File: config.mk
export PLATFORM = sky130hd
export DESIGN_NAME = sorted_interval_reservation_table
export DESIGN_NICKNAME = d
export VERILOG_FILES = /design/src/sv/sirt_pkg.sv /design/src/sv/sirt_cell.sv /design/src/sv/sorted_interval_reservation_table.sv
export SDC_FILE = /design/constraint.sdc
export NUM_CORES = 2
export LEC_CHECK = 0
export BUFFER_PORTS_ARGS = -buffer_cell sky130_fd_sc_hd__buf_2
export CAP_MARGIN = 20
export CORE_ASPECT_RATIO = 1.5
export CORE_MARGIN = 8
export CORE_UTILIZATION = 40
export DETAILED_ROUTE_END_ITERATION = 16
export MAX_ROUTING_LAYER = met4
export PLACE_DENSITY = 0.6
export SETUP_SLACK_MARGIN = 0.15
export SLEW_MARGIN = 20
export SYNTH_ARGS = -nofsm -noshare
export SYNTH_HDL_FRONTEND = slang
export SYNTH_SLANG_ARGS = --single-unit
File: constraint.sdc
create_clock -name clk_i -period 10.9 [get_ports clk_i]
set_input_delay 1.635 -clock clk_i [delete_from_list [all_inputs] [get_ports clk_i]]
set_output_delay 1.635 -clock clk_i [all_outputs]
set_load 0.05 [all_outputs]
File: src/sv/sirt_pkg.sv
// Shared types, constants and codes for the sorted interval reservation table.
package sirt_pkg;

  localparam int unsigned DEPTH = 16;
  localparam int unsigned CNT_W = $clog2(DEPTH + 1);
  localparam int unsigned TIME_W = 11;
  localparam int unsigned ROOM_W = 8;
  localparam int unsigned KEY_W = 5;

  localparam logic [TIME_W-1:0] DAY_MIN = TIME_W'(1440);
  localparam logic [TIME_W-1:0] BEYOND_DAY = TIME_W'(1500);
  localparam logic [KEY_W-1:0] MAX_HOUR = KEY_W'(24);

  // Operation codes
  localparam logic [1:0] OP_INSERT = 2'd0;
  localparam logic [1:0] OP_FIND = 2'd1;
  localparam logic [1:0] OP_REMOVE = 2'd2;

  // Status codes
  localparam logic [2:0] ST_OK = 3'd0;
  localparam logic [2:0] ST_OVERLAP = 3'd1;
  localparam logic [2:0] ST_FULL = 3'd2;
  localparam logic [2:0] ST_INVALID = 3'd3;
  localparam logic [2:0] ST_NOTFOUND = 3'd4;
  localparam logic [2:0] ST_KEYRANGE = 3'd5;

  typedef struct packed {
    logic [TIME_W-1:0] start_min;
    logic [TIME_W-1:0] end_min;
    logic [ROOM_W-1:0] room_num;
  } entry_t;

  // Commit strobes from the controller to every cell
  typedef struct packed {
    logic insert_en;
    logic remove_en;
  } cell_ctl_t;

  // Flags that ripple from a cell to its right neighbor
  typedef struct packed {
    logic shift;
    logic found;
  } chain_t;

endpackage

File: src/sv/sirt_cell.sv
// One slot of the reservation chain: holds an entry and shifts with its neighbors.
module sirt_cell
  import sirt_pkg::*;
(
  input  logic              clk_i,
  input  logic              head_i,
  input  logic              in_use_i,
  input  logic              tail_i,
  input  logic [TIME_W-1:0] new_start_i,
  input  logic [TIME_W-1:0] target_i,
  input  entry_t            new_entry_i,
  input  entry_t            left_entry_i,
  input  entry_t            right_entry_i,
  input  chain_t            chain_i,
  input  cell_ctl_t         ctl_i,
  output chain_t            chain_o,
  output entry_t            entry_o,
  output logic              first_shift_o,
  output logic              match_o
);

  entry_t entry_q;
  entry_t entry_d;
  logic   before_here;
  logic   key_eq;

  // Decide whether the new start sorts ahead of this entry
  assign before_here = head_i ? (new_start_i <= entry_q.start_min)
                              : (new_start_i < entry_q.start_min);
  assign key_eq = in_use_i && (entry_q.start_min == target_i);

  // Pass shift and found flags to the right neighbor
  assign chain_o.shift = in_use_i && (chain_i.shift || before_here);
  assign chain_o.found = chain_i.found || key_eq;

  assign first_shift_o = chain_o.shift && !chain_i.shift;
  assign match_o = key_eq && !chain_i.found;
  assign entry_o = entry_q;

  // Select the next content: left neighbor, new item, right neighbor or its own
  always_comb begin
    entry_d = entry_q;
    if (ctl_i.insert_en) begin
      if (chain_i.shift) begin
        entry_d = left_entry_i;
      end else if (chain_o.shift || tail_i) begin
        entry_d = new_entry_i;
      end
    end else if (ctl_i.remove_en) begin
      if (chain_o.found) begin
        entry_d = right_entry_i;
      end
    end
  end

  always_ff @(posedge clk_i) begin
    entry_q <= entry_d;
  end

endmodule

File: src/sv/sorted_interval_reservation_table.sv
// Top level of the sorted interval reservation table: controller and cell chain.
//
// Usage:
//   Input channel (in_valid_i / in_stall_o) carries one command: insert an
//   interval (start_min, end_min, room_num), or find / remove the first entry
//   that starts at key_hour * 60. Output channel (out_valid_o / out_stall_i)
//   returns exactly one result per command: status, the hit entry for a
//   successful find (zeros otherwise) and the entry count after the command.
//   Entries live in a chain of DEPTH cells kept sorted by start time; all
//   cells compare in parallel and shift by one place in the same cycle.
// Flow control:
//   A command is registered at acceptance and then evaluated; the result
//   is loaded into the output register. Only one command is in flight.
//   The evaluation waits while a previous result is still held by a
//   stalled receiver; in_stall_o stays high for that time, and a held
//   result does not change.
// Reset:
//   Clears the entry count, the in-flight flag and the output valid. Cell
//   contents are not cleared; only slots below the count are ever used.
module sorted_interval_reservation_table
  import sirt_pkg::*;
(
  input  logic              clk_i,
  input  logic              rst_ni,
  input  logic              in_valid_i,
  output logic              in_stall_o,
  input  logic [1:0]        operation_i,
  input  logic [TIME_W-1:0] start_min_i,
  input  logic [TIME_W-1:0] end_min_i,
  input  logic [ROOM_W-1:0] room_num_i,
  input  logic [KEY_W-1:0]  key_hour_i,
  output logic              out_valid_o,
  input  logic              out_stall_i,
  output logic [2:0]        status_o,
  output logic [TIME_W-1:0] hit_start_o,
  output logic [TIME_W-1:0] hit_end_o,
  output logic [ROOM_W-1:0] hit_room_o,
  output logic [4:0]        entry_count_o
);

  logic              busy_q;
  logic              out_valid_q;
  logic [CNT_W-1:0]  count_q, count_d;
  logic [1:0]        op_q;
  logic [KEY_W-1:0]  key_q;
  entry_t            req_q;
  logic [2:0]        status_q, status_d;
  entry_t            hit_q, hit_d;

  logic              in_accept;
  logic              exec;
  logic [TIME_W-1:0] target;
  cell_ctl_t         ctl;

  entry_t            cell_entry [DEPTH];
  chain_t            chain_in [DEPTH];
  chain_t            chain_out [DEPTH];
  logic [DEPTH-1:0]  in_use;
  logic [DEPTH-1:0]  tail;
  logic [DEPTH-1:0]  first_shift;
  logic [DEPTH-1:0]  match;
  logic [DEPTH-1:0]  prev_sel;

  logic [TIME_W-1:0] next_start;
  logic [TIME_W-1:0] prev_end;
  entry_t            match_entry;
  logic              any_shift;
  logic              any_match;
  logic              has_prev;
  logic              bad_interval;
  logic              overlap;
  logic              key_bad;

  assign in_accept = in_valid_i && !busy_q;
  assign in_stall_o = busy_q;
  assign exec = busy_q && (!out_valid_q || !out_stall_i);

  // key_hour * 60 as (key << 6) - (key << 2)
  assign target = (TIME_W'(key_q) << 6) - (TIME_W'(key_q) << 2);

  // Slot occupancy and the first free slot
  always_comb begin
    for (int i = 0; i < DEPTH; i++) begin
      in_use[i] = CNT_W'(i) < count_q;
      tail[i] = CNT_W'(i) == count_q;
    end
  end

  // Build the chain of cells
  for (genvar i = 0; i < DEPTH; i++) begin : g_cell
    if (i == 0) begin : g_head
      assign chain_in[i] = '0;
    end else begin : g_body
      assign chain_in[i] = chain_out[i-1];
    end

    sirt_cell u_cell (
      .clk_i         (clk_i),
      .head_i        (i == 0),
      .in_use_i      (in_use[i]),
      .tail_i        (tail[i]),
      .new_start_i   (req_q.start_min),
      .target_i      (target),
      .new_entry_i   (req_q),
      .left_entry_i  (cell_entry[(i == 0) ? 0 : i - 1]),
      .right_entry_i (cell_entry[(i == DEPTH - 1) ? i : i + 1]),
      .chain_i       (chain_in[i]),
      .ctl_i         (ctl),
      .chain_o       (chain_out[i]),
      .entry_o       (cell_entry[i]),
      .first_shift_o (first_shift[i]),
      .match_o       (match[i])
    );
  end

  // Mark the entry just before the insert position
  always_comb begin
    for (int i = 0; i < DEPTH; i++) begin
      if (i == DEPTH - 1) begin
        prev_sel[i] = in_use[i] && !chain_out[i].shift;
      end else begin
        prev_sel[i] = in_use[i] && !chain_out[i].shift &&
                      (chain_out[i+1].shift || !in_use[i+1]);
      end
    end
  end

  // Gather neighbor times and the find hit from one-hot selects
  always_comb begin
    next_start = '0;
    prev_end = '0;
    match_entry = '0;
    for (int i = 0; i < DEPTH; i++) begin
      next_start = next_start | (first_shift[i] ? cell_entry[i].start_min : '0);
      prev_end = prev_end | (prev_sel[i] ? cell_entry[i].end_min : '0);
      match_entry = match_entry | (match[i] ? cell_entry[i] : '0);
    end
  end

  assign any_shift = |first_shift;
  assign any_match = |match;
  assign has_prev = in_use[0] && !chain_out[0].shift;
  assign bad_interval = (req_q.start_min > req_q.end_min) || (req_q.end_min > DAY_MIN);
  assign overlap = (has_prev && (req_q.start_min < prev_end)) ||
                   (req_q.end_min > (any_shift ? next_start : BEYOND_DAY));
  assign key_bad = key_q > MAX_HOUR;

  // Evaluate the command and produce commit strobes
  always_comb begin
    status_d = ST_INVALID;
    hit_d = '0;
    ctl = '0;
    count_d = count_q;
    unique case (op_q)
      OP_INSERT: begin
        if (bad_interval) begin
          status_d = ST_INVALID;
        end else if (overlap) begin
          status_d = ST_OVERLAP;
        end else if (count_q >= CNT_W'(DEPTH)) begin
          status_d = ST_FULL;
        end else begin
          status_d = ST_OK;
          ctl.insert_en = exec;
          count_d = count_q + CNT_W'(1);
        end
      end
      OP_FIND: begin
        if (key_bad) begin
          status_d = ST_KEYRANGE;
        end else if (!any_match) begin
          status_d = ST_NOTFOUND;
        end else begin
          status_d = ST_OK;
          hit_d = match_entry;
        end
      end
      OP_REMOVE: begin
        if (key_bad) begin
          status_d = ST_KEYRANGE;
        end else if (!any_match) begin
          status_d = ST_NOTFOUND;
        end else begin
          status_d = ST_OK;
          ctl.remove_en = exec;
          count_d = count_q - CNT_W'(1);
        end
      end
      default: begin
        status_d = ST_INVALID;
      end
    endcase
  end

  // Control state: in-flight flag, output valid, entry count
  always_ff @(posedge clk_i or negedge rst_ni) begin
    if (!rst_ni) begin
      busy_q <= 1'b0;
      out_valid_q <= 1'b0;
      count_q <= '0;
    end else begin
      if (in_accept) begin
        busy_q <= 1'b1;
      end else if (exec) begin
        busy_q <= 1'b0;
      end
      if (exec) begin
        out_valid_q <= 1'b1;
        count_q <= count_d;
      end else if (out_valid_q && !out_stall_i) begin
        out_valid_q <= 1'b0;
      end
    end
  end

  // Capture the request and the result transaction
  always_ff @(posedge clk_i) begin
    if (in_accept) begin
      op_q <= operation_i;
      key_q <= key_hour_i;
      req_q.start_min <= start_min_i;
      req_q.end_min <= end_min_i;
      req_q.room_num <= room_num_i;
    end
    if (exec) begin
      status_q <= status_d;
      hit_q <= hit_d;
    end
  end

  assign out_valid_o = out_valid_q;
  assign status_o = status_q;
  assign hit_start_o = hit_q.start_min;
  assign hit_end_o = hit_q.end_min;
  assign hit_room_o = hit_q.room_num;
  assign entry_count_o = 5'(count_q);

endmodule

# After elaboration in Yosys (flattened, before gate mapping)
# Cells that the tools add are included.
[word_totals]
regBits = 557
inputBits = 41
output_inout_bits = 40
word_cells = 601
[classes]
n_addsub = 3
n_lt_le_gt_ge = 38
eq_ne = 53
muxes = 148
bitwise = 47
n_reduce_logical = 252
[ops]
columns = ["cell", "n"]
rows = [
  ["30-bit two-way mux", 92],
  ["30-bit OR", 15],
  ["11-bit two-way mux", 33],
  ["11-bit OR", 30],
  ["11-bit == test", 16],
  ["11-bit less-than comparator", 16],
  ["1-bit logical AND", 97],
  ["1-bit logical OR", 63],
  ["1-bit logical NOT", 49],
  ["3-bit AND reduction", 15],
  ["3-bit by 1-bit != test with 1-bit output, second input constant", 14],
  ["4-bit by 5-bit == test with 1-bit output, first input constant", 8],
  ["4-bit by 5-bit less-than comparator with 1-bit output, first input constant", 8],
  ["2-bit nonzero test", 20],
  ["16-bit OR reduction", 2],
  ["5-bit two-way mux", 5],
  ["11-bit > comparator", 2],
  ["3-bit by 5-bit == test with 1-bit output, first input constant", 4],
  ["3-bit by 5-bit less-than comparator with 1-bit output, first input constant", 4],
  ["11-bit > comparator, second input constant", 1],
  ["11-bit less-or-equal comparator", 1],
  ["1-bit two-way mux", 11],
  ["11-bit by 7-bit subtractor with 11-bit output", 1],
  ["2-bit by 5-bit == test with 1-bit output, first input constant", 2],
  ["22 further kinds", 32],
]

# Depth between registers and ports, before layout
[depth]
ltp_word = 45
depth_mapped = 33
depth_no_buf = 27

# By module
# A second synthesis with hierarchy kept.
[hier_totals]
hier_cells = 4140
hier_area_um2 = 40745.3
[by_module_without_submodules]
columns = ["module", "n_inst", "cells_each", "area_each_um2", "seq_area_each_um2"]
rows = [
  ["sirt_cell (g_cell[0].u_cell ...)", 13, 196, 1986.9, 900.9],
  ["sorted_interval_reservation_table", 1, 1013, 8913.5, 2277.2],
  ["sirt_cell (g_cell[7].u_cell ...)", 3, 193, 2000.7, 900.9],
]

# Worst setup path after synthesis
# Ideal clock, no wire load.
[synth_path]
kind = "reg2reg"
from = "register req_q[28] (netlist name)"
to = "register g_cell[15].u_cell.entry_q (netlist bit g_cell[15].u_cell.entry_o[0]) (enable)"
setup_ns = 0.455
arrival_ns = 8.695
required_ns = 10.445
slack_ns = 1.750
path_stages_with_launch = 28
path_buffers = 5
synth_period_minus_slack_ns = 9.150
path_cell_list = "edfxtp_1 ha_1 nand4_1 a211oi_1 a2111oi_2 a211oi_2 nand3_1 o31a_1 o21ai_1 a21oi_1 nor2b_1 clkbuf_1 a221oi_1 and3_1 ha_1 a2111oi_0 a211oi_1 o221ai_1 nand4_1 a311oi_1 o21a_1 a41o_1 nand4_1 buf_4 buf_6 buf_6 buf_2 nor3_1"
[synth_via]
elab_chain_cells = 44
word_cells_on_any_way = 200
cone_classes = "order compare: 19; mux: 36; bitwise: 30; reduce/logical: 115"
[synth_lines]
columns = ["item", "line", "source"]
rows = [
  ["start, declared", "sorted_interval_reservation_table.sv:46", "entry_t req_q;"],
  ["11-bit less-or-equal comparator", "sirt_cell.sv:28", "assign before_here = head_i ? (new_start_i <= entry_q.start_min)"],
  ["1-bit logical AND", "sirt_cell.sv:33", "assign chain_o.shift = in_use_i && (chain_i.shift || before_here);"],
  ["1-bit logical OR", "sirt_cell.sv:33", ""],
  ["1-bit logical AND", "sirt_cell.sv:33", ""],
  ["1-bit logical OR", "sirt_cell.sv:33", ""],
  ["1-bit logical AND", "sirt_cell.sv:33", ""],
  ["1-bit logical OR", "sirt_cell.sv:33", ""],
  ["1-bit logical AND", "sirt_cell.sv:33", ""],
  ["[... 27 more ...]", "-", ""],
  ["11-bit OR (2 in a row)", "sorted_interval_reservation_table.sv:135", "prev_end = prev_end | (prev_sel[i] ? cell_entry[i].end_min : '0);"],
  ["11-bit less-than comparator", "sorted_interval_reservation_table.sv:144", "assign overlap = (has_prev && (req_q.start_min < prev_end)) ||"],
  ["1-bit logical AND", "sorted_interval_reservation_table.sv:144", ""],
  ["1-bit logical OR", "sorted_interval_reservation_table.sv:144", ""],
  ["1-bit two-way mux", "sorted_interval_reservation_table.sv:158", "end else if (overlap) begin"],
  ["1-bit two-way mux", "sorted_interval_reservation_table.sv:156", "if (bad_interval) begin"],
  ["1-bit two-way mux", "sorted_interval_reservation_table.sv:154", "unique case (op_q)"],
  ["2-bit AND reduction (no source line) *", "-", ""],
  ["end signal, assigned", "sirt_cell.sv:57", "entry_q <= entry_d;"],
  ["end, declared", "sirt_cell.sv:22", "entry_t entry_q;"],
]
# Every way passes the cells marked *; elsewhere a longest branch is shown, timed or not.
# A chain may end at the register's enable or synchronous reset.

# Worst setup path after layout
[layout_path]
from = "register count_q[3], in the netlist entry_count_o[3]"
to = "register g_cell[0].u_cell.entry_q (netlist bit g_cell[0].u_cell.entry_o[1]) (enable)"
[layout_via]
elab_chain_cells = 45
word_cells_on_any_way = 282
cone_classes = "order compare: 19; eq/ne: 1; mux: 40; bitwise: 30; reduce/logical: 192"
[layout_lines]
columns = ["item", "line", "source"]
rows = [
  ["start, declared", "sorted_interval_reservation_table.sv:43", "logic [CNT_W-1:0] count_q, count_d;"],
  ["start signal, assigned", "sorted_interval_reservation_table.sv:209", "count_q <= count_d;"],
  ["1-bit by 5-bit less-than comparator with 1-bit output", "sorted_interval_reservation_table.sv:84", "in_use[i] = CNT_W'(i) < count_q;"],
  ["1-bit logical AND", "sirt_cell.sv:33", ""],
  ["1-bit logical OR", "sirt_cell.sv:33", ""],
  ["1-bit logical AND", "sirt_cell.sv:33", ""],
  ["1-bit logical OR", "sirt_cell.sv:33", ""],
  ["1-bit logical AND", "sirt_cell.sv:33", ""],
  ["1-bit logical OR", "sirt_cell.sv:33", ""],
  ["1-bit logical AND", "sirt_cell.sv:33", ""],
  ["[... 29 more ...]", "-", ""],
  ["11-bit less-than comparator", "sorted_interval_reservation_table.sv:144", ""],
  ["1-bit logical AND", "sorted_interval_reservation_table.sv:144", ""],
  ["1-bit logical OR", "sorted_interval_reservation_table.sv:144", ""],
  ["1-bit two-way mux", "sorted_interval_reservation_table.sv:158", ""],
  ["1-bit two-way mux", "sorted_interval_reservation_table.sv:156", ""],
  ["1-bit two-way mux", "sorted_interval_reservation_table.sv:154", ""],
  ["2-bit by 1-bit != test with 1-bit output (no source line) / 2-bit nonzero test (equally long branches)", "-", ""],
  ["3-bit AND reduction (no source line) *", "-", ""],
  ["end signal, assigned", "sirt_cell.sv:57", ""],
  ["end, declared", "sirt_cell.sv:22", ""],
]
# Marked as above.

==> impl_results.md <==
- Crit Path Max Fanout: 69
- Post-route core utilization: 44.42%
- Fillers: 9497
- Global-route wire length before repair: 234700 um
- EDFF count, synth: 550
- Worst slew pin tran: 1.234 ns
- I/O Pins: 81
- Power density cells: 205.7 nW/um^2
- Design area: 43190 sq um
- GP Congestion: 0.9967
- Pleak: 0.01710 uW
- Status: finished, final reports clean
- Worst setup SP type: flop
- Core Box Area: 97220 sq um
- Detailed-route via count: 35185
- Tcrit/Tclk final: 94.29%
- Final min period: 10.28 ns
- Detailed Route WL: 162200 um
- Synthesized flop and latch total: 557
- Die area: 108600 sq um
- Final setup violation count: 0
- Largest net degree at the start of global routing: 225
- Drt first pass iters: 9
- Remaining antenna violation count after routing: 0
- Fin. max-slew vios: 0
- Register area share after synthesis: 42.55%
- Fin. Hold Viols: 0
- Setup TNS: 0 ns
- Drc violations: 0
- Peak supply drop: 0.0001370 V
- Maximum clock rate: 97.30 MHz
- Max Buffers Root-to-Sink: 3
- RSZ-0062 raised after global routing: no
- Chip Width: 271.7 um
- Register area: 16690 sq um
- Clock transition at the registers of the reported paths: 0.07 ns
- Post-synth top flop: edfxtp_1
- HP Class: reg2reg
- # rows: 140
- Post-DP HPWL: 117100 um
- CP required: 11.23 ns
- GRT Residual Overflow: 0
- Post-DP Area: 41220 sq um
- Synth cell types: 90
- Starting Density: 40.35%
- Worst EP arrival: 10.60 ns
- Mean post-synth cell area: 9.287 sq um
- CTS Sinks: 557
- Total GRT Usage: 29.63%
- H-tree depth: 2
- R2r setup slk: 0.62 ns
- Max-Cap Viols: 0
- # port buffers: 80
- Most frequent cells in the layout: 588 x nand2_1, 550 x edfxtp_1, 355 x o21ai_0
- Syn Inst Count: 4224
- Clock Skews: 0.04105 ns
- 1st-iter DRT viols: 4054
- Vias per Instance: 6.390
- Area delta synth->final: 10.10%
- Multi-input gate area: 20760 sq um
- CTS Buf Count: 60
- Cell Area, Synth: 39230 sq um
- Vias in the first global route: 34333
- WL per Instance: 29.47 um
- Commonest non-fill, non-tap cell in the layout: nand2_1
- Die H: 399.5 um
- Layout cells sized above 1: 9.920%
- Ys Warns: 0
- Net count, final: 4419
- Crit end category: flop
- Hold buffer count at cts: 0
- Share of flip-flops with an asynchronous set or reset: 1.257%
- Clock root buffer: clkbuf_16
- Worst slew margin: 17.75%
- Power Total: 8885 uW
- Initial antenna violation count: 4
- CTS tree: built
- Worst-Skew Late Latency: 0.68 ns
- Crit Path Category: reg2reg
- Setup bufs post-CTS: 0
sequential cells by signal (all words and copies together) (netlist names):
| signal | flops |
|---|---|
| entry_count_o | 5 |
| g_cell.u_cell.entry_o | 480 |
| hit_end_o | 11 |
| hit_room_o | 8 |
| hit_start_o | 11 |
| in_stall_o | 1 |
| key_q | 5 |
| op_q | 2 |
| out_valid_o | 1 |
| req_q | 30 |
| status_o | 3 |
worst max-delay path, stage by stage (launching register included):
cell and delay [ns]:
dfrtp_1 0.61, nor2_2 0.63, nand2_1 0.33, and2_1 0.24, a211oi_2 0.72, nand3_1 0.56
o31ai_1 0.73, a31oi_4 0.24, nor3_2 0.58, buf_4 0.28, nand2_1 0.16, nand4_1 0.28
a221oi_1 0.08, and3_1 0.25, ha_1 0.28, a2111oi_0 0.50, a211oi_1 0.15, o221ai_1 0.28
nand4_1 0.30, a311oi_1 0.33, o21a_1 0.22, a41o_1 0.33, nand4_1 0.23, buf_12 0.26
o21ai_4 0.77, buf_4 0.40
power breakdown:
| part | total, uW | internal [uW] | switching, uW |
|---|---|---|---|
| sequential | 2800 | 2610 | 192 |
| clock | 2110 | 1160 | 951 |
| combinational | 3970 | 1290 | 2680 |
cell type report:
cell class,count,area share (%)
Antenna cell,4,0.02318
Clock buffer,73,3.708
Clock inverter,39,0.7967
Inverter,213,1.851
Multi-Input combinational cell,3141,48.07
Sequential cell,557,38.65
Tap cell,1278,3.703
Timing Repair Buffer,201,3.198
final timing paths:
check	start	end	cells past startpoint
max	entry_count_o[3]$_DFFE_PN0P_	g_cell[0].u_cell.entry_o[1]$_DFFE_PP_	25
min	g_cell[15].u_cell.entry_o[0]$_DFFE_PP_	g_cell[14].u_cell.entry_o[0]$_DFFE_PP_	2
max reg2reg	entry_count_o[3]$_DFFE_PN0P_	g_cell[0].u_cell.entry_o[1]$_DFFE_PP_	25
min reg2reg	g_cell[15].u_cell.entry_o[0]$_DFFE_PP_	g_cell[14].u_cell.entry_o[0]$_DFFE_PP_	2
max in group asynchronous	rst_ni	entry_count_o[0]$_DFFE_PN0P_	1
min in group asynchronous	rst_ni	entry_count_o[3]$_DFFE_PN0P_	1
per-stage QoR:
step | hold slack, ns | std cells | setup WS (ns)
5_1_grt | 0.5757 | 5505 | 0.2969
3_3_place_gp | 0.5317 | 5389 | 1.023
3_5_place_dp | 0.5467 | 5389 | 0.6738
4_1_cts | 0.5607 | 5501 | 0.6000
2_1_floorplan | 0.5229 | 4225 | 1.750
6_report | 0.5569 | 5506 | 0.6226
what timing repair did:
item,in CTS,in global routing
setup endpoints to repair,0,112
resized for setup,0,1
endpoints found under the hold margin,0,0
kinds of logic (layout without fill, tap and decap cells):
family          Yosys count  count (layout)  share of synthesized area (%)
mux                     315             315                          8.188
simple gates           1187            1187                          13.42
xor+xnor                138             138                          3.314
other cells               1               6                       0.009560
flops                   557             557                          42.55
buf+inv                 527             526                          5.445
compound gates         1295            1295                          20.57
fa+ha+maj               204             204                          6.507
layer usage:
layer | share of wire, % | vias to the layer above | global-route usage (%) | routed length, um
li1 | - | 15673 | - | -
met1 | 35 | 17002 | 32.19 | 57470
met2 | 48 | 1880 | 48.99 | 78200
met3 | 6.6 | 630 | 3.288 | 10630
met4 | 9.8 | 0 | 24.12 | 15950
met5 | 0 | - | - | 0
cells in the mapped netlist (all sizes together) (19+ instances only):
cell type | instances | area share [%]
a21o | 19 | 0.36
and3 | 22 | 0.35
nor3 | 40 | 0.56
nor2 | 233 | 2.3
clkbuf | 199 | 1.9
nand3 | 166 | 2.1
a22o | 20 | 0.45
nand4 | 41 | 0.65
nor2b | 21 | 0.33
mux2i | 268 | 6.8
buf | 115 | 1.5
inv | 202 | 1.9
o21ai | 550 | 7.1
a221oi | 98 | 2.2
edfxtp | 550 | 42
nand2 | 588 | 5.6
xor2 | 25 | 0.56
a21oi | 235 | 3.0
ha | 204 | 6.5
a222oi | 36 | 0.92
a31oi | 56 | 0.89
xnor2 | 108 | 2.5
a211oi | 25 | 0.55
a22oi | 144 | 2.8
mux2 | 47 | 1.3
No activity file was read; power rests on OpenSTA's default activity.
